--- config.mk ---
export PLATFORM = sky130hd
export DESIGN_NAME = sjf_job_scheduler
export DESIGN_NICKNAME = d
export VERILOG_FILES = /design/src/rtl/sjf_pkg.sv /design/src/rtl/sjf_fifo.sv /design/src/rtl/sjf_front.sv /design/src/rtl/sjf_div.sv /design/src/rtl/sjf_job_scheduler.sv
export SDC_FILE = /design/constraint.sdc
export NUM_CORES = 1
export LEC_CHECK = 0
export ABC_CLOCK_PERIOD_IN_PS = 15900
export BUFFER_PORTS_ARGS = -buffer_cell sky130_fd_sc_hd__buf_4
export CELL_PAD_IN_SITES_DETAIL_PLACEMENT = 1
export CELL_PAD_IN_SITES_GLOBAL_PLACEMENT = 1
export CORE_UTILIZATION = 50
export CTS_BUF_LIST = sky130_fd_sc_hd__clkbuf_4 sky130_fd_sc_hd__clkbuf_8
export DETAILED_ROUTE_END_ITERATION = 8
export GPL_TIMING_DRIVEN = 0
export PLACE_DENSITY = 0.73
export RECOVER_POWER = 50
export SLEW_MARGIN = 20
export SYNTH_ARGS = -nofsm -noshare
export SYNTH_HDL_FRONTEND = slang
export SYNTH_SLANG_ARGS = --single-unit
export TNS_END_PERCENT = 30
--- constraint.sdc ---
create_clock -name clk -period 15.9 [get_ports clk]
set_input_delay 0.795 -clock clk [delete_from_list [all_inputs] [get_ports clk]]
set_output_delay 0.795 -clock clk [all_outputs]
set_load 0.01 [all_outputs]
--- src/rtl/sjf_pkg.sv ---
// shared constants and types of the shortest-job-first scheduler
package sjf_pkg;

  localparam int MAX_JOBS = 16;
  localparam int IDX_W    = (MAX_JOBS > 1) ? $clog2(MAX_JOBS) : 1;
  localparam int CNT_W    = $clog2(MAX_JOBS + 1);

  localparam int TAG_W  = 8;
  localparam int TIME_W = 16;
  localparam int CLK_W  = 23;
  localparam int WT_W   = 31;
  localparam int FRAC_W = 8;
  localparam int STEP_W = $clog2(WT_W + 1);

  // one scheduled job, handed from the picker to the divider
  typedef struct packed {
    logic [TAG_W-1:0]  tag;
    logic [CLK_W-1:0]  finish;
    logic [CLK_W-1:0]  turn;
    logic [TIME_W-1:0] svc;
    logic              last;
  } job_rec_t;

  typedef struct packed {
    logic full;
    logic empty;
  } fifo_stat_t;

endpackage

--- src/rtl/sjf_fifo.sv ---
// two-entry queue between the job picker and the divider
module sjf_fifo
  import sjf_pkg::*;
(
  input  logic       clk,
  input  logic       rst_n,
  input  logic       push,
  input  job_rec_t   push_rec,
  input  logic       pop,
  output job_rec_t   pop_rec,
  output fifo_stat_t stat
);

  job_rec_t   mem [2];
  logic       wr_ptr_r, wr_ptr_nxt;
  logic       rd_ptr_r, rd_ptr_nxt;
  logic [1:0] fill_r, fill_nxt;

  assign stat.full  = (fill_r == 2'd2);
  assign stat.empty = (fill_r == 2'd0);
  assign pop_rec    = mem[rd_ptr_r];

  always_comb begin
    wr_ptr_nxt = wr_ptr_r ^ push;
    rd_ptr_nxt = rd_ptr_r ^ pop;
    fill_nxt   = fill_r + {1'b0, push} - {1'b0, pop};
  end

  always_ff @(posedge clk) begin
    if (push) begin
      mem[wr_ptr_r] <= push_rec;
    end
  end

  always_ff @(posedge clk) begin
    if (!rst_n) begin
      wr_ptr_r <= 1'b0;
      rd_ptr_r <= 1'b0;
      fill_r   <= 2'd0;
    end else begin
      wr_ptr_r <= wr_ptr_nxt;
      rd_ptr_r <= rd_ptr_nxt;
      fill_r   <= fill_nxt;
    end
  end

  a_no_overrun: assert property (@(posedge clk) disable iff (!rst_n)
    (push && !pop) |-> !stat.full)
    else $error("push into full queue");

endmodule

--- src/rtl/sjf_front.sv ---
// job table loader and shortest-job picker
module sjf_front
  import sjf_pkg::*;
(
  input  logic              clk,
  input  logic              rst_n,
  input  logic              in_valid,
  output logic              in_ready,
  input  logic [TAG_W-1:0]  job_tag,
  input  logic [TIME_W-1:0] arrival,
  input  logic [TIME_W-1:0] service,
  input  logic              final_job,
  output logic              push,
  output job_rec_t          push_rec,
  input  fifo_stat_t        q_stat
);

  typedef enum logic [3:0] {
    F_LOAD  = 4'b0001,
    F_EARLY = 4'b0010,
    F_PICK  = 4'b0100,
    F_PUSH  = 4'b1000
  } fstate_t;

  fstate_t state_r, state_nxt;

  logic [TAG_W-1:0]  tag_tab [MAX_JOBS];
  logic [TIME_W-1:0] arr_tab [MAX_JOBS];
  logic [TIME_W-1:0] svc_tab [MAX_JOBS];
  logic [MAX_JOBS-1:0] fin_r, fin_nxt;

  logic [CNT_W-1:0]  cnt_r, cnt_nxt;
  logic [CNT_W-1:0]  rounds_r, rounds_nxt;
  logic [IDX_W-1:0]  idx_r, idx_nxt;
  logic [CLK_W-1:0]  clock_r, clock_nxt;
  logic [TIME_W-1:0] early_r, early_nxt;
  logic              efound_r, efound_nxt;
  logic              bfound_r, bfound_nxt;
  logic [IDX_W-1:0]  bidx_r, bidx_nxt;
  logic [TAG_W-1:0]  btag_r, btag_nxt;
  logic [TIME_W-1:0] barr_r, barr_nxt;
  logic [TIME_W-1:0] bsvc_r, bsvc_nxt;

  logic              accept, store, scan_end, cand, better;
  logic [TIME_W-1:0] rd_arr, rd_svc;
  logic [CLK_W-1:0]  finish;

  assign in_ready = (state_r == F_LOAD);
  assign accept   = in_valid && in_ready;
  assign store    = accept && (cnt_r < CNT_W'(MAX_JOBS));
  assign scan_end = (CNT_W'(idx_r) == cnt_r - CNT_W'(1));
  assign rd_arr   = arr_tab[idx_r];
  assign rd_svc   = svc_tab[idx_r];
  assign cand     = !fin_r[idx_r] && (CLK_W'(rd_arr) <= clock_r);
  assign better   = !bfound_r || (rd_svc < bsvc_r) ||
                    ((rd_svc == bsvc_r) && (rd_arr < barr_r));
  assign finish   = clock_r + CLK_W'(bsvc_r);

  assign push          = (state_r == F_PUSH) && !q_stat.full;
  assign push_rec.tag    = btag_r;
  assign push_rec.finish = finish;
  assign push_rec.turn   = finish - CLK_W'(barr_r);
  assign push_rec.svc    = bsvc_r;
  assign push_rec.last   = (rounds_r == cnt_r - CNT_W'(1));

  always_comb begin
    state_nxt  = state_r;
    fin_nxt    = fin_r;
    cnt_nxt    = cnt_r;
    rounds_nxt = rounds_r;
    idx_nxt    = idx_r;
    clock_nxt  = clock_r;
    early_nxt  = early_r;
    efound_nxt = efound_r;
    bfound_nxt = bfound_r;
    bidx_nxt   = bidx_r;
    btag_nxt   = btag_r;
    barr_nxt   = barr_r;
    bsvc_nxt   = bsvc_r;
    unique case (state_r)
      F_LOAD: begin
        if (store) begin
          cnt_nxt = cnt_r + CNT_W'(1);
        end
        if (accept && final_job) begin
          state_nxt  = F_EARLY;
          idx_nxt    = '0;
          efound_nxt = 1'b0;
          rounds_nxt = '0;
          clock_nxt  = '0;
        end
      end
      F_EARLY: begin
        if (!fin_r[idx_r] && (!efound_r || rd_arr < early_r)) begin
          early_nxt  = rd_arr;
          efound_nxt = 1'b1;
        end
        idx_nxt = idx_r + IDX_W'(1);
        if (scan_end) begin
          // idle clock jumps to the earliest waiting arrival
          if (!fin_r[idx_r] && (!efound_r || rd_arr < early_r)) begin
            if (CLK_W'(rd_arr) > clock_r) clock_nxt = CLK_W'(rd_arr);
          end else if (efound_r && CLK_W'(early_r) > clock_r) begin
            clock_nxt = CLK_W'(early_r);
          end
          state_nxt  = F_PICK;
          idx_nxt    = '0;
          bfound_nxt = 1'b0;
        end
      end
      F_PICK: begin
        if (cand && better) begin
          bfound_nxt = 1'b1;
          bidx_nxt   = idx_r;
          btag_nxt   = tag_tab[idx_r];
          barr_nxt   = rd_arr;
          bsvc_nxt   = rd_svc;
        end
        idx_nxt = idx_r + IDX_W'(1);
        if (scan_end) begin
          state_nxt = F_PUSH;
        end
      end
      F_PUSH: begin
        if (!q_stat.full) begin
          clock_nxt        = finish;
          fin_nxt[bidx_r]  = 1'b1;
          rounds_nxt       = rounds_r + CNT_W'(1);
          idx_nxt          = '0;
          efound_nxt       = 1'b0;
          if (push_rec.last) begin
            state_nxt = F_LOAD;
            cnt_nxt   = '0;
            fin_nxt   = '0;
            clock_nxt = '0;
          end else begin
            state_nxt = F_EARLY;
          end
        end
      end
      default: state_nxt = F_LOAD;
    endcase
  end

  always_ff @(posedge clk) begin
    if (store) begin
      tag_tab[cnt_r[IDX_W-1:0]] <= job_tag;
      arr_tab[cnt_r[IDX_W-1:0]] <= arrival;
      svc_tab[cnt_r[IDX_W-1:0]] <= service;
    end
  end

  always_ff @(posedge clk) begin
    if (!rst_n) begin
      state_r  <= F_LOAD;
      fin_r    <= '0;
      cnt_r    <= '0;
      rounds_r <= '0;
      idx_r    <= '0;
      clock_r  <= '0;
      efound_r <= 1'b0;
      bfound_r <= 1'b0;
    end else begin
      state_r  <= state_nxt;
      fin_r    <= fin_nxt;
      cnt_r    <= cnt_nxt;
      rounds_r <= rounds_nxt;
      idx_r    <= idx_nxt;
      clock_r  <= clock_nxt;
      efound_r <= efound_nxt;
      bfound_r <= bfound_nxt;
    end
  end

  always_ff @(posedge clk) begin
    early_r <= early_nxt;
    bidx_r  <= bidx_nxt;
    btag_r  <= btag_nxt;
    barr_r  <= barr_nxt;
    bsvc_r  <= bsvc_nxt;
  end

  a_cnt_bound: assert property (@(posedge clk) disable iff (!rst_n)
    cnt_r <= CNT_W'(MAX_JOBS))
    else $error("job count beyond table");

  a_scan_nonempty: assert property (@(posedge clk) disable iff (!rst_n)
    (state_r == F_EARLY || state_r == F_PICK) |-> cnt_r != '0)
    else $error("scan with empty table");

  a_batch_clear: assert property (@(posedge clk) disable iff (!rst_n)
    (push && push_rec.last) |=> (cnt_r == '0 && fin_r == '0))
    else $error("batch not cleared");

  a_pick_found: assert property (@(posedge clk) disable iff (!rst_n)
    (state_r == F_PUSH) |-> bfound_r)
    else $error("no job picked");

endmodule

--- src/rtl/sjf_div.sv ---
// serial divider for weighted turnaround and result register
module sjf_div
  import sjf_pkg::*;
(
  input  logic       clk,
  input  logic       rst_n,
  input  fifo_stat_t q_stat,
  output logic       pop,
  input  job_rec_t   pop_rec,
  output logic       out_valid,
  input  logic       out_ready,
  output job_rec_t   res_rec,
  output logic [WT_W-1:0] res_wt
);

  typedef enum logic [2:0] {
    D_IDLE = 3'b001,
    D_RUN  = 3'b010,
    D_OUT  = 3'b100
  } dstate_t;

  dstate_t state_r, state_nxt;
  job_rec_t rec_r;
  logic [WT_W-1:0]   dq_r, dq_nxt;
  logic [TIME_W-1:0] rem_r, rem_nxt;
  logic [STEP_W-1:0] step_r, step_nxt;
  logic [TIME_W:0]   trial;
  logic              qbit;

  assign pop       = (state_r == D_IDLE) && !q_stat.empty;
  assign out_valid = (state_r == D_OUT);
  assign res_rec   = rec_r;
  assign res_wt    = dq_r;

  // restoring step, one quotient bit per cycle; zero divisor gives all ones
  assign trial = {rem_r, dq_r[WT_W-1]};
  assign qbit  = (trial >= {1'b0, rec_r.svc});

  always_comb begin
    state_nxt = state_r;
    dq_nxt    = dq_r;
    rem_nxt   = rem_r;
    step_nxt  = step_r;
    unique case (state_r)
      D_IDLE: begin
        if (pop) begin
          state_nxt = D_RUN;
          dq_nxt    = {pop_rec.turn, FRAC_W'(0)};
          rem_nxt   = '0;
          step_nxt  = STEP_W'(WT_W);
        end
      end
      D_RUN: begin
        rem_nxt  = qbit ? TIME_W'(trial - {1'b0, rec_r.svc}) : trial[TIME_W-1:0];
        dq_nxt   = {dq_r[WT_W-2:0], qbit};
        step_nxt = step_r - STEP_W'(1);
        if (step_r == STEP_W'(1)) state_nxt = D_OUT;
      end
      D_OUT: begin
        if (out_ready) state_nxt = D_IDLE;
      end
      default: state_nxt = D_IDLE;
    endcase
  end

  always_ff @(posedge clk) begin
    if (pop) rec_r <= pop_rec;
    dq_r  <= dq_nxt;
    rem_r <= rem_nxt;
  end

  always_ff @(posedge clk) begin
    if (!rst_n) begin
      state_r <= D_IDLE;
      step_r  <= '0;
    end else begin
      state_r <= state_nxt;
      step_r  <= step_nxt;
    end
  end

  a_run_steps: assert property (@(posedge clk) disable iff (!rst_n)
    (state_r == D_RUN) |-> step_r != '0)
    else $error("divider ran out of steps");

endmodule

--- src/rtl/sjf_job_scheduler.sv ---
// top level of the non-preemptive shortest-job-first scheduler
//
// Jobs stream in one beat each (tag, arrival, service) into a table of
// MAX_JOBS entries; a beat with tlast set closes the batch, and jobs beyond
// a full table are dropped. The scheduler then runs from time zero: each
// round it picks the shortest arrived, unfinished job (ties to earlier
// arrival, then load order), jumping the clock to the next arrival when
// nothing is waiting, and emits one result beat per job in completion
// order, tlast on the last of the batch. Weighted turnaround is
// turnaround*256/service, truncated; zero service gives all ones. The
// table loads one beat per cycle while the front is in its load state. Per
// scheduled job the picker makes two passes over the n-entry table plus a
// hand-off, and the divider does 31 one-bit steps plus load and result. A
// two-entry queue sits between picker and divider, and a new batch may
// load while earlier results are still being divided or wait to be taken.
module sjf_job_scheduler
  import sjf_pkg::*;
(
  input  logic        clk,
  input  logic        rst_n,
  input  logic        in_tvalid,
  output logic        in_tready,
  input  logic [39:0] in_tdata,   // job_tag[7:0], arrival[23:8], service[39:24]
  input  logic        in_tlast,   // final_job
  output logic        out_tvalid,
  input  logic        out_tready,
  output logic [87:0] out_tdata,  // done_tag, finish_time, turnaround,
                                  // weighted_turnaround, zero pad
  output logic        out_tlast   // last_result
);

  logic       push, pop;
  job_rec_t   push_rec, pop_rec, res_rec;
  fifo_stat_t q_stat;
  logic [WT_W-1:0] res_wt;

  // front: table load and shortest-job pick
  sjf_front u_front (
    .clk       (clk),
    .rst_n     (rst_n),
    .in_valid  (in_tvalid),
    .in_ready  (in_tready),
    .job_tag   (in_tdata[7:0]),
    .arrival   (in_tdata[23:8]),
    .service   (in_tdata[39:24]),
    .final_job (in_tlast),
    .push      (push),
    .push_rec  (push_rec),
    .q_stat    (q_stat)
  );

  // decoupling queue
  sjf_fifo u_fifo (
    .clk      (clk),
    .rst_n    (rst_n),
    .push     (push),
    .push_rec (push_rec),
    .pop      (pop),
    .pop_rec  (pop_rec),
    .stat     (q_stat)
  );

  // back: weighted turnaround division and output register
  sjf_div u_div (
    .clk       (clk),
    .rst_n     (rst_n),
    .q_stat    (q_stat),
    .pop       (pop),
    .pop_rec   (pop_rec),
    .out_valid (out_tvalid),
    .out_ready (out_tready),
    .res_rec   (res_rec),
    .res_wt    (res_wt)
  );

  assign out_tdata = {3'b000, res_wt, res_rec.turn, res_rec.finish, res_rec.tag};
  assign out_tlast = res_rec.last;

endmodule

After elaboration in Yosys (flattened, before gate mapping) --
Memory sizes are Yosys's and may differ from the RTL's. A register that Yosys moved wholly into a read port is not among the register bits. Cells that the tools add are included.
Word-level totals: memories 4, memory bits (read-only) 0, logic and storage cells 172, register bits after elaboration 241, output and inout bits 91, bits in latches 0, RAM bits 782, input port bits 45
Cells by class: order comparisons 11, shifts and indexed selects 0, divide/modulo/power cells 0, bitwise operators 4, reduce and logical (&&, ||, !) cells 37, equal/unequal tests 25, $add $sub $neg 10, multiply operators 0, multiplexer cells 57
Memories:
- u_front.arr_tab | words 16, width 16, rd ports 1, clocked after memory_dff 1, write ports 1, RTL line sjf_front.sv:28 | logic [TIME_W-1:0] arr_tab [MAX_JOBS];
- u_front.svc_tab | words 16, width 16, rd ports 1, clocked after memory_dff 1, write ports 1, RTL line sjf_front.sv:29 | logic [TIME_W-1:0] svc_tab [MAX_JOBS];
- u_fifo.mem | words 2, width 71, rd ports 1, clocked after memory_dff 1, write ports 1, RTL line sjf_fifo.sv:14 | job_rec_t mem [2];
- u_front.tag_tab | words 16, width 8, rd ports 1, clocked after memory_dff 1, write ports 1, RTL line sjf_front.sv:27 | logic [TAG_W-1:0] tag_tab [MAX_JOBS];
Operators by type and width (count):
- 23-bit 2-to-1 mux | 7
- 23-bit one-hot mux with 3 select lines | 1
- 31-bit one-hot mux with 2 select lines | 1
- 16-bit < comparator | 3
- 16-bit 2-to-1 mux | 3
- 16-bit by 23-bit > comparator with 1-bit output | 2
- 4-bit 2-to-1 mux | 11
- 16-bit one-hot mux with 2 select lines | 1
- 4-bit one-hot mux with 4 select lines | 2
- 31-bit 2-to-1 mux | 1
- 5-bit 2-to-1 mux | 6
- 5-bit one-hot mux with 2 select lines | 3
- 23-bit by 16-bit adder with 23-bit output | 1
- 16-bit by 23-bit less-or-equal comparator with 1-bit output | 1
- 23-bit by 16-bit subtractor with 23-bit output | 1
- 17-bit by 16-bit >= comparator with 1-bit output | 1
- 16-bit == test | 1
- 16-bit bitwise OR | 1
- 16-bit subtractor | 1
- 2-bit by 1-bit inequality test with 1-bit output (second input constant) | 7
- 1-bit 2-to-1 mux | 12
- 3-bit AND reduction | 4
- 4-bit AND reduction | 3
- 1-bit logical AND | 11
- other kinds (39) | 59

Logic depth before layout (Yosys ltp) --
depth after elaboration 7, depth in mapped cells 18, depth with buffers taken out 18

Hierarchy --
Synthesis repeated with hierarchy kept, for this count alone.
Second synthesis, totals: cells, all modules 2483, area, all modules 43757.0 sq um
Modules (own cells, without submodules):
- sjf_front | cells an instance 1819, times used 1, area each 32568.7 sq um, sequential area each 22281.4 sq um
- sjf_fifo | cells an instance 242, times used 1, area each 5711.7 sq um, sequential area each 4364.2 sq um
- sjf_div | cells an instance 418, times used 1, area each 5450.2 sq um, sequential area each 3703.6 sq um
- sjf_job_scheduler | cells an instance 4, times used 1, area each 26.3 sq um, sequential area each 0.0 sq um

Worst setup path after synthesis --
Ideal clock, no wire load.
path kind register to register, from reg with a tool-made name, to reg u_front.barr_r[0] (enable), cell stages (with the launch flop) 18, setup time 0.470 ns, path slack 8.653 ns, period minus slack after synthesis 7.247 ns, data required time 15.430 ns, path buffers 4, arrival time 6.776 ns, cell sequence dfxtp_1 > buf_4 > buf_2 > clkbuf_1 > buf_1 > mux4_2 > mux4_2 > ha_1 > nor2b_1 > o21a_1 > o21a_1 > o21a_1 > o21a_1 > o21a_1 > o21a_1 > o21ai_0 > o211ai_1 > a41oi_1
RTL lines:
- to (signal assigned) | RTL line sjf_front.sv:179 | barr_r <= barr_nxt;
- to (decl) | RTL line sjf_front.sv:41 | logic [TIME_W-1:0] barr_r, barr_nxt;

==> qor.yml <==
run_status:
  status: "finished with violations"
  violations: "max-capacitance violations, max-slew violations"
cells_and_area:
  drive_above_1_share_pct: 25.8
  area_growth_pct: 15.2
  fin_cells: 4122
  fin_nets: 3028
  final_common_cell: "edfxtp_1"
  fillers: 7753
  layout_common_cells: "960 x edfxtp_1, 205 x mux4_2, 179 x clkbuf_8, 137 x ha_1"
setup_path:
  cp.buffers_inverters: 6
  crit_arrival_ns: 7.42
  critPathRequiredTime_ns: 16.45
  cpPeakStageDelay_ns: 0.81
  cpMostUsedCell: "o21a_1"
  slowest_stage: "clkbuf_1"
  crit_fanout: 19
  cp-end-kind: "register"
  crit_path_cell_trace: "clkbuf_1 -> clkbuf_1 -> clkbuf_1 -> clkbuf_1 -> mux4_2 -> mux4_2 -> ha_1 -> nor2b_1 -> o21a_1 -> o21a_1 -> o21a_1 -> o21a_1 -> o21a_1 -> o21a_1 -> o21ai_0 -> o211ai_1 -> a41oi_4 -> buf_16 -> buf_16"
  critical_path_class: "register to register"
  reg2reg_depth: 19
  rr_endpoint: "u_front.barr_r[15]"
  start_kind: "register"
  r2r_slack_ns: 9.03
  crit_family: "buffers and inverters"
power_and_ir_drop:
  p_per_area_mw_per_mm2: 154
  p_comb_share_pct: 25.2
  internal_power_mw: 5.40
  swShare_pct: 29.9
  p_seq_share_pct: 45.0
  power_mw: 7.70
  p_clk_share_pct: 29.8
  p_leak_nw: 16.9
  vdd_drop_max_uv: 96.3
  p_sw_mw: 2.30
timing:
  slew_headroom_pct: -120
  max_freq_mhz: 145
  rsz0062_at_grt: "false"
  period_share_pct: 43.2
  fin_crit_ns: 6.87
  drv_slew: 129
  worst_slew_pin_slew_ns: 3.30
  setup_viol: 0
  whs_ns: 0.294
  fin_tns_setup_ns: 0
  hold_viol: 0
  finalClockSkew_ns: 0.0429
drt:
  via_per_inst: 5.76
  wire_per_inst_um: 25.8
  vias: 23700
  drt_pass1_iterations: 5
  first_iter_violations: 1729
  drc: 0
  drt-total-wl_um: 106000
  route.antenna.remaining_nets: 0
clocking:
  clk_pin_slew_ns: 0.06
  cts_hold_buf: 0
  cts.sinks: 1036
  root_buffer: "clkbuf_8"
  cts_buffers: 168
  cts.repair.resized: 0
  post_cts_buffers: 0
  clk_latency_ns: 0.85
  cts_tree: "yes"
  cts_buffer_depth: 3
  cts_htree_levels: 4
floorplan:
  start_util_pct: 50.8
  die_w_um: 297
  io_pins: 136
  dieHeight_um: 297
  fp.coreArea_sq_mm: 0.0855
  die_area_sq_mm: 0.0880
  rows: 107
worst_hold_path:
  hold_class: "input pin to register"
  min_path_cells: 3
  hold_start: "out_tready"
  whs_endpoint: "u_div.state_r[0]"
yosys:
  synth_top_flop_cell: "edfxtp_1"
  syn_avg_cell_area_sq_um: 17.5
  yosys_warnings: 0
  syn_area_sq_mm: 0.0434
  synth-edff-count: 960
  yosysSeqAreaShare_pct: 69.9
  async_reset_ff_share_pct: 0
  netlist_instances: 2477
  ys_types: 64
  synth-seq-cells: 1036
job:
  drv_cap: 4
global_route:
  grt_use_total_pct: 24.8
  grt-ovfl-total: 0
  grt_pass1_wl_um: 159000
  antenna_found_initial: 4
  grt_pass1_vias: 25600
  grt_max_degree: 57
place:
  placed_cells: 3814
  portBuffers: 131
  place_congestion: 0.922
  dp_hpwl_um: 73600
## tightest hold or removal path: stages
cell	delay [ns]
buf_4	0.07
nor2b_1	0.05
o211ai_1	0.17
## cells in the mapped netlist, types with 4 or more instances
cell type,n,area share (%)
and3_1,10,0.14
mux2i_1,30,0.69
edfxtp_1,960,66
nor2b_1,18,0.26
xnor2_1,43,0.87
nor3_1,30,0.35
or3_1,4,0.058
nand3_1,27,0.31
a21o_1,22,0.38
xor2_1,33,0.67
buf_4,63,1.1
clkbuf_1,60,0.52
a21oi_1,108,1.2
nor3b_1,4,0.069
and2_1,11,0.16
a31oi_1,8,0.12
o21a_1,20,0.35
a211oi_1,16,0.28
mux4_2,205,11
inv_1,111,0.96
mux2_2,95,2.5
buf_1,21,0.18
o211ai_1,8,0.14
o31ai_1,6,0.10
dfxtp_1,76,3.5
o21bai_1,5,0.086
ha_1,139,4.0
or2_2,6,0.086
nand2b_1,14,0.20
o21ai_1,4,0.046
nand2_1,60,0.52
nor2_1,138,1.2
o21ai_0,48,0.55
nor4_1,4,0.058
nand4_1,21,0.30
and4_1,5,0.10
## power by group through the flow
stage	clock (mW)	combinational, mW	sequential [mW]
floorplan	0	1.29	3.51
CTS	2.35	2.02	3.46
global route	2.45	2.13	3.49
finish	2.29	1.94	3.47
detailed placement	0	2.01	3.52
global placement	0	1.85	3.53
## sequential cells by signal (all words and copies together), names as in the netlist, 2 cells and up, named ones only
| name | count |
|---|---|
| u_front.clock_r | 23 |
| u_fifo.fill_r | 2 |
| u_front.bidx_r | 4 |
| u_front.bsvc_r | 16 |
| u_front.tag_tab | 128 |
| u_front.state_r | 4 |
| u_front.early_r | 16 |
| u_fifo.mem | 142 |
| u_div.res_rec | 71 |
| u_front.fin_r | 16 |
| u_front.barr_r | 16 |
| u_div.rem_r | 16 |
| u_div.state_r | 3 |
| u_front.rounds_r | 5 |
| u_div.res_wt | 31 |
| u_div.step_r | 5 |
| u_front.idx_r | 4 |
| u_front.cnt_r | 5 |
| u_front.btag_r | 8 |
| u_front.arr_tab | 256 |
| u_front.svc_tab | 256 |
## final cells by class
type	instances	area [sq um]	area share [%]
well taps	1144	1430	2.86
flip-flops and latches	1036	30300	60.7
inverters	111	418	0.836
plain buffers	147	805	1.61
clock inverters	56	358	0.715
repair buffers	192	1710	3.42
multi-input cells	1185	11900	23.9
diodes	1	2.50	0.00500
clock buffers	250	3000	5.99
## worst max path at each step
stage	startpoint	to	slack, ns	depth (start not counted)
final	register	u_front.barr_r[15]	9.03	19
after global routing	register	u_front.barr_r[15]	8.63	19
after CTS	register	u_front.barr_r[15]	8.90	19
after detailed placement	register	u_front.bsvc_r[12]	8.93	19
after global placement	register	u_front.barr_r[7]	6.13	17
after floorplan	register	u_front.barr_r[0]	8.65	17
## per-stage QoR
| step | worst slack, ns | area (sq um) | util, % |
|---|---|---|---|
| 5_1_grt | 8.63 | 50000 | 58.5 |
| 3_5_place_dp | 8.93 | 47100 | 55.0 |
| 2_1_floorplan | 8.65 | 43400 | - |
| 3_3_place_gp | 6.13 | 45800 | 53.6 |
| 4_1_cts | 8.90 | 50400 | 58.9 |
| 6_report | 9.03 | 50000 | 58.5 |
## cells by family (layout without fill, tap and decap cells)
logic type / count (synthesis) / in the layout / share of synthesized area [%]
AO/OA/AOI/OAI: 272 / 272 / 3.84
XOR/XNOR: 76 / 76 / 1.53
adder cells (fa/ha/maj): 142 / 142 / 4.14
buffers and inverters: 258 / 756 / 2.78
flip-flops: 1036 / 1036 / 69.9
multiplexers: 330 / 330 / 13.8
other: 1 / 4 / 0.00864
AND/OR/NAND/NOR: 362 / 362 / 4.00
## metal layers
metal,global-route usage [%],routed length [um]
met2,43.0,54500
met4,8.90,2810
met1,31.5,43800
met5,0,44
met3,4.28,5260
Note: power is estimated with default switching activity, not from simulation.
